===== src/hdl/spq_pkg.sv =====
// spq_pkg: shared types, sizes and codes for the sorted priority queue.
// No dependencies; compiled first.
package spq_pkg;

   localparam int CAPACITY = 16;
   localparam int CNT_W    = $clog2(CAPACITY + 1);
   localparam int ENTRY_W  = 5;
   localparam int DATA_W   = 32;

   localparam logic OP_ENQ = 1'b0;
   localparam logic OP_DEQ = 1'b1;

   localparam logic [1:0] STATUS_DONE  = 2'd0;
   localparam logic [1:0] STATUS_EMPTY = 2'd1;
   localparam logic [1:0] STATUS_FULL  = 2'd2;

   typedef logic signed [DATA_W-1:0] data_type;
   typedef logic [CNT_W-1:0]         count_type;
   typedef logic [1:0]               status_type;

   // controller -> datapath
   typedef struct packed {
      logic       do_enq;
      logic       do_deq;
      logic       load;
      status_type status;
   } dp_cmd_type;

   // datapath -> controller
   typedef struct packed {
      logic full;
      logic empty;
   } dp_stat_type;

endpackage


===== src/hdl/spq_if.sv =====
// spq_req_if / spq_rsp_if: valid/ready channels of the priority queue.
// Depends on spq_pkg.
interface spq_req_if;
   import spq_pkg::*;
   logic     valid;
   logic     ready;
   logic     operation;
   data_type item_value;
   data_type item_priority;
   modport source (output valid, operation, item_value, item_priority, input ready);
   modport sink   (input valid, operation, item_value, item_priority, output ready);
endinterface

interface spq_rsp_if;
   import spq_pkg::*;
   logic               valid;
   logic               ready;
   status_type         status;
   data_type           removed_value;
   data_type           removed_priority;
   logic               head_valid;
   data_type           head_value;
   data_type           head_priority;
   logic [ENTRY_W-1:0] entry_count;
   modport source (output valid, status, removed_value, removed_priority, head_valid,
                   head_value, head_priority, entry_count, input ready);
   modport sink   (input valid, status, removed_value, removed_priority, head_valid,
                   head_value, head_priority, entry_count, output ready);
endinterface


===== src/hdl/spq_dp.sv =====
// spq_dp: sorted shift-register store, entry count and response registers.
// Depends on spq_pkg; driven by spq_ctrl commands.
module spq_dp (
   input  logic                        clock,
   input  logic                        reset,
   input  spq_pkg::dp_cmd_type         cmd,
   output spq_pkg::dp_stat_type        stat,
   input  spq_pkg::data_type           req_value,
   input  spq_pkg::data_type           req_priority,
   output spq_pkg::status_type         rsp_status,
   output spq_pkg::data_type           rsp_removed_value,
   output spq_pkg::data_type           rsp_removed_priority,
   output logic                        rsp_head_valid,
   output spq_pkg::data_type           rsp_head_value,
   output spq_pkg::data_type           rsp_head_priority,
   output logic [spq_pkg::ENTRY_W-1:0] rsp_entry_count
);
   import spq_pkg::*;

   data_type  slot_val_ff [CAPACITY];
   data_type  slot_pri_ff [CAPACITY];
   data_type  slot_val_in [CAPACITY];
   data_type  slot_pri_in [CAPACITY];
   data_type  up_val [CAPACITY];
   data_type  up_pri [CAPACITY];
   data_type  dn_val [CAPACITY];
   data_type  dn_pri [CAPACITY];
   logic [CAPACITY-1:0] le;
   logic [CAPACITY-1:0] prev_le;
   count_type count_ff, count_in;

   status_type         status_ff;
   data_type           rem_val_ff, rem_pri_ff, head_val_ff, head_pri_ff;
   logic               head_vld_ff;
   logic [ENTRY_W-1:0] entry_cnt_ff;

   assign stat.full  = (count_ff == CNT_W'(CAPACITY));
   assign stat.empty = (count_ff == '0);

   // neighbor views of the store for shifting up (insert) and down (remove)
   always_comb begin
      up_val[0] = '0;
      up_pri[0] = '0;
      for (int i = 1; i < CAPACITY; i++) begin
         up_val[i] = slot_val_ff[i-1];
         up_pri[i] = slot_pri_ff[i-1];
      end
      for (int i = 0; i < CAPACITY - 1; i++) begin
         dn_val[i] = slot_val_ff[i+1];
         dn_pri[i] = slot_pri_ff[i+1];
      end
      dn_val[CAPACITY-1] = slot_val_ff[CAPACITY-1];
      dn_pri[CAPACITY-1] = slot_pri_ff[CAPACITY-1];
   end

   // le is a prefix: held slots that stay in front of the new entry
   always_comb begin
      for (int i = 0; i < CAPACITY; i++) begin
         le[i] = (CNT_W'(i) < count_ff) && (slot_pri_ff[i] <= req_priority);
      end
      prev_le = {le[CAPACITY-2:0], 1'b1};
   end

   always_comb begin
      count_in = count_ff;
      for (int i = 0; i < CAPACITY; i++) begin
         slot_val_in[i] = slot_val_ff[i];
         slot_pri_in[i] = slot_pri_ff[i];
         if (cmd.do_enq && !le[i]) begin
            if (prev_le[i]) begin
               slot_val_in[i] = req_value;
               slot_pri_in[i] = req_priority;
            end else begin
               slot_val_in[i] = up_val[i];
               slot_pri_in[i] = up_pri[i];
            end
         end else if (cmd.do_deq) begin
            slot_val_in[i] = dn_val[i];
            slot_pri_in[i] = dn_pri[i];
         end
      end
      if (cmd.do_enq) begin
         count_in = count_ff + 1'b1;
      end else if (cmd.do_deq) begin
         count_in = count_ff - 1'b1;
      end
   end

   always_ff @(posedge clock) begin
      if (reset) begin
         count_ff <= '0;
      end else begin
         count_ff <= count_in;
      end
   end

   always_ff @(posedge clock) begin
      for (int i = 0; i < CAPACITY; i++) begin
         slot_val_ff[i] <= slot_val_in[i];
         slot_pri_ff[i] <= slot_pri_in[i];
      end
   end

   always_ff @(posedge clock) begin
      if (cmd.load) begin
         status_ff    <= cmd.status;
         rem_val_ff   <= cmd.do_deq ? slot_val_ff[0] : '0;
         rem_pri_ff   <= cmd.do_deq ? slot_pri_ff[0] : '0;
         head_vld_ff  <= (count_in != '0);
         head_val_ff  <= (count_in != '0) ? slot_val_in[0] : '0;
         head_pri_ff  <= (count_in != '0) ? slot_pri_in[0] : '0;
         entry_cnt_ff <= ENTRY_W'(count_in);
      end
   end

   assign rsp_status           = status_ff;
   assign rsp_removed_value    = rem_val_ff;
   assign rsp_removed_priority = rem_pri_ff;
   assign rsp_head_valid       = head_vld_ff;
   assign rsp_head_value       = head_val_ff;
   assign rsp_head_priority    = head_pri_ff;
   assign rsp_entry_count      = entry_cnt_ff;

endmodule


===== src/hdl/spq_ctrl.sv =====
// spq_ctrl: handshake control and operation decode for the priority queue.
// Depends on spq_pkg; commands spq_dp.
module spq_ctrl (
   input  logic                 clock,
   input  logic                 reset,
   input  logic                 req_valid,
   input  logic                 req_operation,
   output logic                 req_ready,
   output logic                 rsp_valid,
   input  logic                 rsp_ready,
   input  spq_pkg::dp_stat_type stat,
   output spq_pkg::dp_cmd_type  cmd
);
   import spq_pkg::*;

   localparam logic ST_IDLE = 1'b0;
   localparam logic ST_HOLD = 1'b1;

   logic state_ff, state_in;
   logic accept;

   // the output register frees up in the same cycle it is taken
   assign req_ready = (state_ff == ST_IDLE) || rsp_ready;
   assign rsp_valid = (state_ff == ST_HOLD);
   assign accept    = req_valid && req_ready;

   always_comb begin
      cmd.load   = accept;
      cmd.do_enq = 1'b0;
      cmd.do_deq = 1'b0;
      cmd.status = STATUS_DONE;
      case (req_operation)
         OP_ENQ: begin
            if (stat.full) begin
               cmd.status = STATUS_FULL;
            end else begin
               cmd.do_enq = accept;
            end
         end
         OP_DEQ: begin
            if (stat.empty) begin
               cmd.status = STATUS_EMPTY;
            end else begin
               cmd.do_deq = accept;
            end
         end
         default: begin
            cmd.status = STATUS_DONE;
         end
      endcase
   end

   always_comb begin
      state_in = state_ff;
      if (accept) begin
         state_in = ST_HOLD;
      end else if (rsp_ready) begin
         state_in = ST_IDLE;
      end
   end

   always_ff @(posedge clock) begin
      if (reset) begin
         state_ff <= ST_IDLE;
      end else begin
         state_ff <= state_in;
      end
   end

   a_load_shows: assert property (@(posedge clock) disable iff (reset)
      cmd.load |=> rsp_valid)
      else $error("loaded response not presented");

   a_no_overwrite: assert property (@(posedge clock) disable iff (reset)
      (rsp_valid && !rsp_ready) |-> !cmd.load)
      else $error("pending response overwritten");

   a_enq_not_full: assert property (@(posedge clock) disable iff (reset)
      cmd.do_enq |-> (!stat.full && cmd.status == STATUS_DONE))
      else $error("insert into full store");

   a_deq_not_empty: assert property (@(posedge clock) disable iff (reset)
      cmd.do_deq |-> (!stat.empty && cmd.status == STATUS_DONE))
      else $error("remove from empty store");

   a_one_op: assert property (@(posedge clock) disable iff (reset)
      !(cmd.do_enq && cmd.do_deq))
      else $error("insert and remove in one cycle");

endmodule


===== src/hdl/stable_priority_queue.sv =====
// stable_priority_queue: top level of the sorted, arrival-stable priority queue.
// Depends on spq_pkg, spq_if, spq_ctrl and spq_dp.
//
//   channel  direction  transaction
//   req      in         operation, item_value, item_priority
//   rsp      out        status, removed_*, head_*, entry_count
//
// A request is executed in the cycle it is accepted: all 16 slots compare
// against the new priority in parallel and the whole store shifts at once.
// The response is registered and shown the next cycle; a new request is
// taken every cycle as long as rsp is drained (req_ready = !rsp_valid | rsp_ready).
// Synchronous reset empties the store; slot contents are not cleared.
module stable_priority_queue (
   input logic      clock,
   input logic      reset,
   spq_req_if.sink  req,
   spq_rsp_if.source rsp
);
   import spq_pkg::*;

   dp_cmd_type  cmd;
   dp_stat_type stat;

   spq_ctrl u_ctrl (
      .clock         (clock),
      .reset         (reset),
      .req_valid     (req.valid),
      .req_operation (req.operation),
      .req_ready     (req.ready),
      .rsp_valid     (rsp.valid),
      .rsp_ready     (rsp.ready),
      .stat          (stat),
      .cmd           (cmd)
   );

   spq_dp u_dp (
      .clock                (clock),
      .reset                (reset),
      .cmd                  (cmd),
      .stat                 (stat),
      .req_value            (req.item_value),
      .req_priority         (req.item_priority),
      .rsp_status           (rsp.status),
      .rsp_removed_value    (rsp.removed_value),
      .rsp_removed_priority (rsp.removed_priority),
      .rsp_head_valid       (rsp.head_valid),
      .rsp_head_value       (rsp.head_value),
      .rsp_head_priority    (rsp.head_priority),
      .rsp_entry_count      (rsp.entry_count)
   );

endmodule


===== src/flat_wrapper.sv =====
// flat-port wrapper written by rule: the top's interface ports become plain ports
module stable_priority_queue_flat import spq_pkg::*;
  (clock, reset, req_valid, req_operation, req_item_value, req_item_priority, req_ready, rsp_valid, rsp_status, rsp_removed_value, rsp_removed_priority, rsp_head_valid, rsp_head_value, rsp_head_priority, rsp_entry_count, rsp_ready);
  spq_req_if req_i ();
  spq_rsp_if rsp_i ();
  input logic clock;
  input logic reset;
  input wire logic [$bits(req_i.valid)-1:0] req_valid;
  input wire logic [$bits(req_i.operation)-1:0] req_operation;
  input wire logic [$bits(req_i.item_value)-1:0] req_item_value;
  input wire logic [$bits(req_i.item_priority)-1:0] req_item_priority;
  output wire logic [$bits(req_i.ready)-1:0] req_ready;
  output wire logic [$bits(rsp_i.valid)-1:0] rsp_valid;
  output wire logic [$bits(rsp_i.status)-1:0] rsp_status;
  output wire logic [$bits(rsp_i.removed_value)-1:0] rsp_removed_value;
  output wire logic [$bits(rsp_i.removed_priority)-1:0] rsp_removed_priority;
  output wire logic [$bits(rsp_i.head_valid)-1:0] rsp_head_valid;
  output wire logic [$bits(rsp_i.head_value)-1:0] rsp_head_value;
  output wire logic [$bits(rsp_i.head_priority)-1:0] rsp_head_priority;
  output wire logic [$bits(rsp_i.entry_count)-1:0] rsp_entry_count;
  input wire logic [$bits(rsp_i.ready)-1:0] rsp_ready;
  assign req_i.valid = req_valid;
  assign req_i.operation = req_operation;
  assign req_i.item_value = req_item_value;
  assign req_i.item_priority = req_item_priority;
  assign req_ready = req_i.ready;
  assign rsp_valid = rsp_i.valid;
  assign rsp_status = rsp_i.status;
  assign rsp_removed_value = rsp_i.removed_value;
  assign rsp_removed_priority = rsp_i.removed_priority;
  assign rsp_head_valid = rsp_i.head_valid;
  assign rsp_head_value = rsp_i.head_value;
  assign rsp_head_priority = rsp_i.head_priority;
  assign rsp_entry_count = rsp_i.entry_count;
  assign rsp_i.ready = rsp_ready;
  stable_priority_queue u_core (.clock(clock), .reset(reset), .req(req_i), .rsp(rsp_i));
endmodule

===== config.mk =====
export PLATFORM = sky130hd
export DESIGN_NAME = stable_priority_queue_flat
export DESIGN_NICKNAME = d
export VERILOG_FILES = /design/src/hdl/spq_pkg.sv /design/src/hdl/spq_if.sv /design/src/hdl/spq_dp.sv /design/src/hdl/spq_ctrl.sv /design/src/hdl/stable_priority_queue.sv /design/src/flat_wrapper.sv
export SDC_FILE = /design/constraint.sdc
export NUM_CORES = 2
export LEC_CHECK = 0
export ABC_AREA = 1
export BUFFER_PORTS_ARGS = -buffer_cell sky130_fd_sc_hd__buf_2
export CORE_ASPECT_RATIO = 0.75
export CORE_MARGIN = 8
export CORE_UTILIZATION = 40
export CTS_BUF_LIST = sky130_fd_sc_hd__clkbuf_8
export DETAILED_ROUTE_END_ITERATION = 10
export SYNTH_ARGS = -nofsm -noshare
export SYNTH_HDL_FRONTEND = slang
export SYNTH_SLANG_ARGS = --single-unit

===== constraint.sdc =====
create_clock -name clock -period 10.9 [get_ports clock]
set_input_delay 1.635 -clock clock [delete_from_list [all_inputs] [get_ports clock]]
set_output_delay 1.635 -clock clock [all_outputs]
set_load 0.05 [all_outputs]

==> metrics.txt <==
# TYPE chip_impl_metric gauge
chip_impl_metric{name="syn_nets",unit=""} 10500
chip_impl_metric{name="share_comb_of_total_power",unit="%"} 32.5
chip_impl_metric{name="final_antenna_net_count",unit=""} 0
chip_impl_info{name="worst_r2r_startpoint",value="u_core.u_dp.slot_pri_ff[0][127]$_DFFE_PP_"} 1
chip_impl_metric{name="post_synth_mux_area_share",unit="%"} 0
chip_impl_metric{name="critical_path.n_buffers_inverters",unit=""} 6
chip_impl_metric{name="post_route_fraction_of_the_period_consumed_by_the_critical_path",unit="%"} 59.1
chip_impl_metric{name="port_buffers",unit=""} 206
chip_impl_metric{name="power_frac_seq",unit="%"} 41.5
chip_impl_info{name="cpMostUsedCell",value="sky130_fd_sc_hd__nand2_1"} 1
chip_impl_metric{name="layout.filler_cells",unit=""} 18700
chip_impl_metric{name="netlist_instances",unit=""} 9946
chip_impl_metric{name="ys_seq_area_share",unit="%"} 45.8
chip_impl_metric{name="clkLatencyLatePin",unit="ps"} 980
chip_impl_metric{name="timing.fmax",unit="MHz"} 155
chip_impl_info{name="crit_path_capture_type",value="register"} 1
chip_impl_metric{name="cts-buffers-inserted",unit=""} 204
chip_impl_info{name="combinational_family_with_the_most_area_after_synthesis",value="simple AND/OR/NAND/NOR gates"} 1
chip_impl_metric{name="area_growth",unit="%"} 8.95
chip_impl_info{name="criticalPathCategory",value="in2reg"} 1
chip_impl_metric{name="yosysWarnings",unit=""} 0
chip_impl_info{name="ctsRootBufferMaster",value="sky130_fd_sc_hd__clkbuf_8"} 1
chip_impl_info{name="cp_delay_by_family_top",value="simple AND/OR/NAND/NOR gates"} 1
chip_impl_metric{name="initial_antenna_violation_count",unit=""} 16
chip_impl_metric{name="fin_ws",unit="ps"} 4450
chip_impl_metric{name="floorplan.die.height",unit="um"} 391
chip_impl_metric{name="period_minus_slack",unit="ps"} 6450
chip_impl_info{name="min_from",value="u_core.u_dp.slot_val_ff[1][231]$_DFFE_PP_"} 1
chip_impl_metric{name="timing.final.max_slew_violations",unit=""} 0
chip_impl_metric{name="cts-hold-fix-buffers",unit=""} 0
chip_impl_metric{name="drc",unit=""} 0
chip_impl_metric{name="pin_count_of_the_biggest_net_entering_global_routing",unit=""} 87
chip_impl_metric{name="drt_first_pass_iters",unit=""} 6
chip_impl_metric{name="htree_num_levels",unit=""} 4
chip_impl_metric{name="synth.cell_area",unit="sq um"} 74900
chip_impl_metric{name="clkTransAtPathRegs",unit="ps"} 60
chip_impl_metric{name="relative_slew_margins",unit="%"} 22.1
chip_impl_metric{name="power.clock.fraction",unit="%"} 26.0
chip_impl_info{name="result_of_the_run",value="finished clean"} 1
chip_impl_metric{name="violation_count_after_the_first_detailed_routing_iteration",unit=""} 8974
chip_impl_metric{name="overflow_left_after_global_routing",unit=""} 0
chip_impl_metric{name="grt_first_pass_wirelength",unit="mm"} 398
chip_impl_metric{name="timing.critical_path.fanout_max",unit=""} 65
chip_impl_metric{name="nNetsFinal",unit=""} 10500
chip_impl_metric{name="initial_core_util",unit="%"} 40.2
chip_impl_metric{name="setup.reg_to_reg.worst_slack",unit="ps"} 5210
chip_impl_info{name="min_path_type",value="reg2reg"} 1
chip_impl_info{name="r2r_end",value="u_core.u_dp.slot_pri_ff[0][119]$_DFFE_PP_"} 1
chip_impl_info{name="timing.critical_path.from_type",value="input pin"} 1
chip_impl_metric{name="max_cap_viols",unit=""} 0
chip_impl_metric{name="worstRegToRegCells",unit=""} 16
chip_impl_metric{name="cts_num_sinks",unit=""} 1166
chip_impl_info{name="rsz0062_at_grt",value="false"} 1
chip_impl_metric{name="cts_post_setup_buffers_inserted",unit=""} 0
chip_impl_metric{name="crit_path_max_incr_delay",unit="ps"} 820
chip_impl_metric{name="clock_skew",unit="ps"} 64.9
chip_impl_metric{name="synth.lib_cells_used.distinct",unit=""} 40
chip_impl_metric{name="power_report.internal_total",unit="W"} 0.00930
chip_impl_metric{name="cts-resized-gates",unit=""} 0
chip_impl_metric{name="placement.setup.worst_slack",unit="ps"} 3560
chip_impl_metric{name="fp.dieW",unit="um"} 516
chip_impl_metric{name="place.detailed.hpwl",unit="mm"} 185
chip_impl_metric{name="postSynthAreaPerCell",unit="sq um"} 7.53
chip_impl_metric{name="final_hold_violation_count",unit=""} 0
chip_impl_info{name="timing.hold.worst_endpoint",value="u_core.u_dp.slot_val_ff[1][199]$_DFFE_PP_"} 1
chip_impl_metric{name="coreArea",unit="sq um"} 186000
chip_impl_metric{name="power.net_switching",unit="W"} 0.00622
chip_impl_metric{name="swShare",unit="%"} 40.1
chip_impl_metric{name="io_pins",unit=""} 207
chip_impl_info{name="crit_chain",value="buf_2 -> inv_1 -> buf_4 -> ha_1 -> nand2_1 -> nor2_1 -> nand4_1 -> nor3b_1 -> nand2_1 -> nand2_1 -> nand2_1 -> nand3_2 -> buf_4 -> nand2_2 -> nand2_2 -> buf_4 -> inv_2 -> nand2_1 -> nand2_1"} 1
chip_impl_metric{name="arrival",unit="ps"} 7140
chip_impl_metric{name="cp.required",unit="ps"} 11600
chip_impl_metric{name="drt-wirelength-per-cell",unit="um"} 21.1
chip_impl_metric{name="die_area",unit="sq um"} 201000
chip_impl_metric{name="complex_gate_fraction_of_the_synthesized_area",unit="%"} 3.30
chip_impl_info{name="critPathLaunch",value="req_item_priority[21]"} 1
chip_impl_metric{name="grt_pass1_vias",unit=""} 63500
chip_impl_metric{name="synth_simple_gate_area_share",unit="%"} 35.2
chip_impl_metric{name="power.density_cell_area",unit="nW/um^2"} 190
chip_impl_metric{name="clock_tree.buffer_depth",unit=""} 3
chip_impl_metric{name="worstMarginPinSlew",unit="ps"} 1170
chip_impl_metric{name="drive_above_1_share",unit="%"} 7.22
chip_impl_metric{name="rows",unit=""} 137
chip_impl_metric{name="vias",unit=""} 67900
chip_impl_metric{name="route.detailed.vias_per_inst",unit=""} 5.40
chip_impl_metric{name="post_synth_xor_area_fraction",unit="%"} 0.0568
chip_impl_info{name="cts_tree",value="built"} 1
chip_impl_metric{name="setup_violations",unit=""} 0
chip_impl_metric{name="synth_seq_cells",unit=""} 1166
chip_impl_metric{name="globalplace.congestion",unit=""} 0.941
chip_impl_metric{name="hold_depth",unit=""} 2
chip_impl_metric{name="leakagePower",unit="nW"} 40.9
chip_impl_metric{name="grt_usage",unit="%"} 25.3
chip_impl_metric{name="detail_route.wirelength",unit="mm"} 266
chip_impl_metric{name="ir_drop",unit="mV"} 0.128
chip_impl_metric{name="synth-adder-area-share",unit="%"} 8.61
chip_impl_metric{name="fin_tns_setup",unit="ps"} 0
chip_impl_info{name="critical-path-slowest-cell",value="sky130_fd_sc_hd__nand2_2"} 1
## power groups by stage
stage,clock network [W],registers [W],logic [W]
after floorplan,0,0.00669,0.00326
after global placement,0,0.00648,0.00487
after detailed placement,0,0.00650,0.00496
after CTS,0.00410,0.00641,0.00497
after global routing,0.00428,0.00650,0.00562
final,0.00403,0.00644,0.00505
## cell families after synthesis
group	after synthesis
compound gates	454
xor+xnor	4
fa+ha+maj	515
buf+inv	1255
flops	1166
simple gates	6552
## worst max-delay path by stage
| stage | to | slack [ps] | depth (start not counted) |
|---|---|---|---|
| global placement | u_core.u_dp.slot_pri_ff[0][108]$_DFFE_PP_ | 3630 | 18 |
| detailed placement | u_core.u_dp.slot_pri_ff[0][109]$_DFFE_PP_ | 3560 | 18 |
| CTS | u_core.u_dp.slot_pri_ff[0][106]$_DFFE_PP_ | 4600 | 17 |
| global route | u_core.u_dp.slot_pri_ff[0][109]$_DFFE_PP_ | 4030 | 19 |
| floorplan | u_core.u_dp.slot_pri_ff[1][224]$_DFFE_PP_ | 1930 | 6 |
| finish | u_core.u_dp.slot_pri_ff[0][119]$_DFFE_PP_ | 4450 | 19 |
## cell usage in the layout (no fill, tap or decap), types with 30 or more instances in the layout
master and instances:
sky130_fd_sc_hd__nand2_1 4873, sky130_fd_sc_hd__nand3_1 1202, sky130_fd_sc_hd__edfxtp_1 1096, sky130_fd_sc_hd__inv_1 702, sky130_fd_sc_hd__ha_1 515, sky130_fd_sc_hd__nor2_1 338, sky130_fd_sc_hd__a21oi_1 277, sky130_fd_sc_hd__clkbuf_8 226
sky130_fd_sc_hd__buf_2 206, sky130_fd_sc_hd__buf_4 137, sky130_fd_sc_hd__o21ai_0 101, sky130_fd_sc_hd__dfxtp_1 70, sky130_fd_sc_hd__nand4_1 45, sky130_fd_sc_hd__nand2_2 40, sky130_fd_sc_hd__o21a_1 32, sky130_fd_sc_hd__clkinv_1 30
## synthesized netlist by cell type, drive strengths merged
cell type  number  share of area (%)
o221ai          1              0.012
buf           380                2.6
o21a           33               0.33
nand4          46               0.39
nand2        4923                 25
nor4            3              0.025
o21ai         105               0.70
edfxtp       1096                 44
and3            3              0.025
dfxtp          70                1.9
nor3            8              0.069
nor2          348                1.8
o211ai          1              0.010
clkbuf        225                1.1
xor2            4              0.057
a21o           20               0.20
a31oi           1             0.0084
nand2b          1             0.0084
o21bai         10               0.10
a21boi          1              0.015
ha            515                8.6
a21oi         282                1.9
nor3b           2              0.020
inv           650                3.3
nand3        1218                8.2
## cell type report
cell class | count | area, sq um | share of cell area, %
clock buffers | 226 | 3110 | 3.81
flip-flops and latches | 1166 | 34300 | 42.1
repair buffers | 343 | 2060 | 2.53
diodes | 12 | 30.0 | 0.0368
inverters | 650 | 2450 | 3.01
multi-input cells | 7525 | 35600 | 43.7
clock inverters | 148 | 826 | 1.01
well taps | 2502 | 3130 | 3.84
## metrics by stage
stage,cell area [sq um],hold WS (ps),instances,total power (W),utilization [%]
global placement,77600,488,12200,0.0114,41.7
detailed placement,77600,504,12200,0.0115,41.7
CTS,81500,488,12600,0.0155,43.8
finish,81600,494,12600,0.0155,43.8
global route,81500,514,12600,0.0164,43.8
floorplan,74900,494,9946,0.00995,-
## flip-flops by register name, summed over array words and instances, names as in the netlist
register,count
u_core.u_dp.rsp_entry_count,5
u_core.u_dp.rsp_head_value,32
u_core.u_dp.slot_pri_ff,512
u_core.u_dp.rsp_status,2
u_core.u_dp.rsp_removed_priority,32
u_core.u_dp.rsp_removed_value,32
u_core.u_dp.slot_val_ff,512
u_core.u_dp.count_ff,5
u_core.u_ctrl.rsp_valid,1
u_core.u_dp.rsp_head_valid,1
u_core.u_dp.rsp_head_priority,32
## per-layer routing
layer  track usage (%)  up-vias  share of wire (%)
met2              33.4     3987                 37
met5             0.449        -              0.053
met3              7.19      452                 13
met1              39.1    31300                 47
met4              7.62        4                2.7
li1                  -    32200                  -
## worst min-delay path: cells and delay by family (launching register included)
family	cells	cell delay, ps
flip-flops	1	320
AND/OR/NAND/NOR	2	100
No activity file was read; power rests on OpenSTA's default activity.
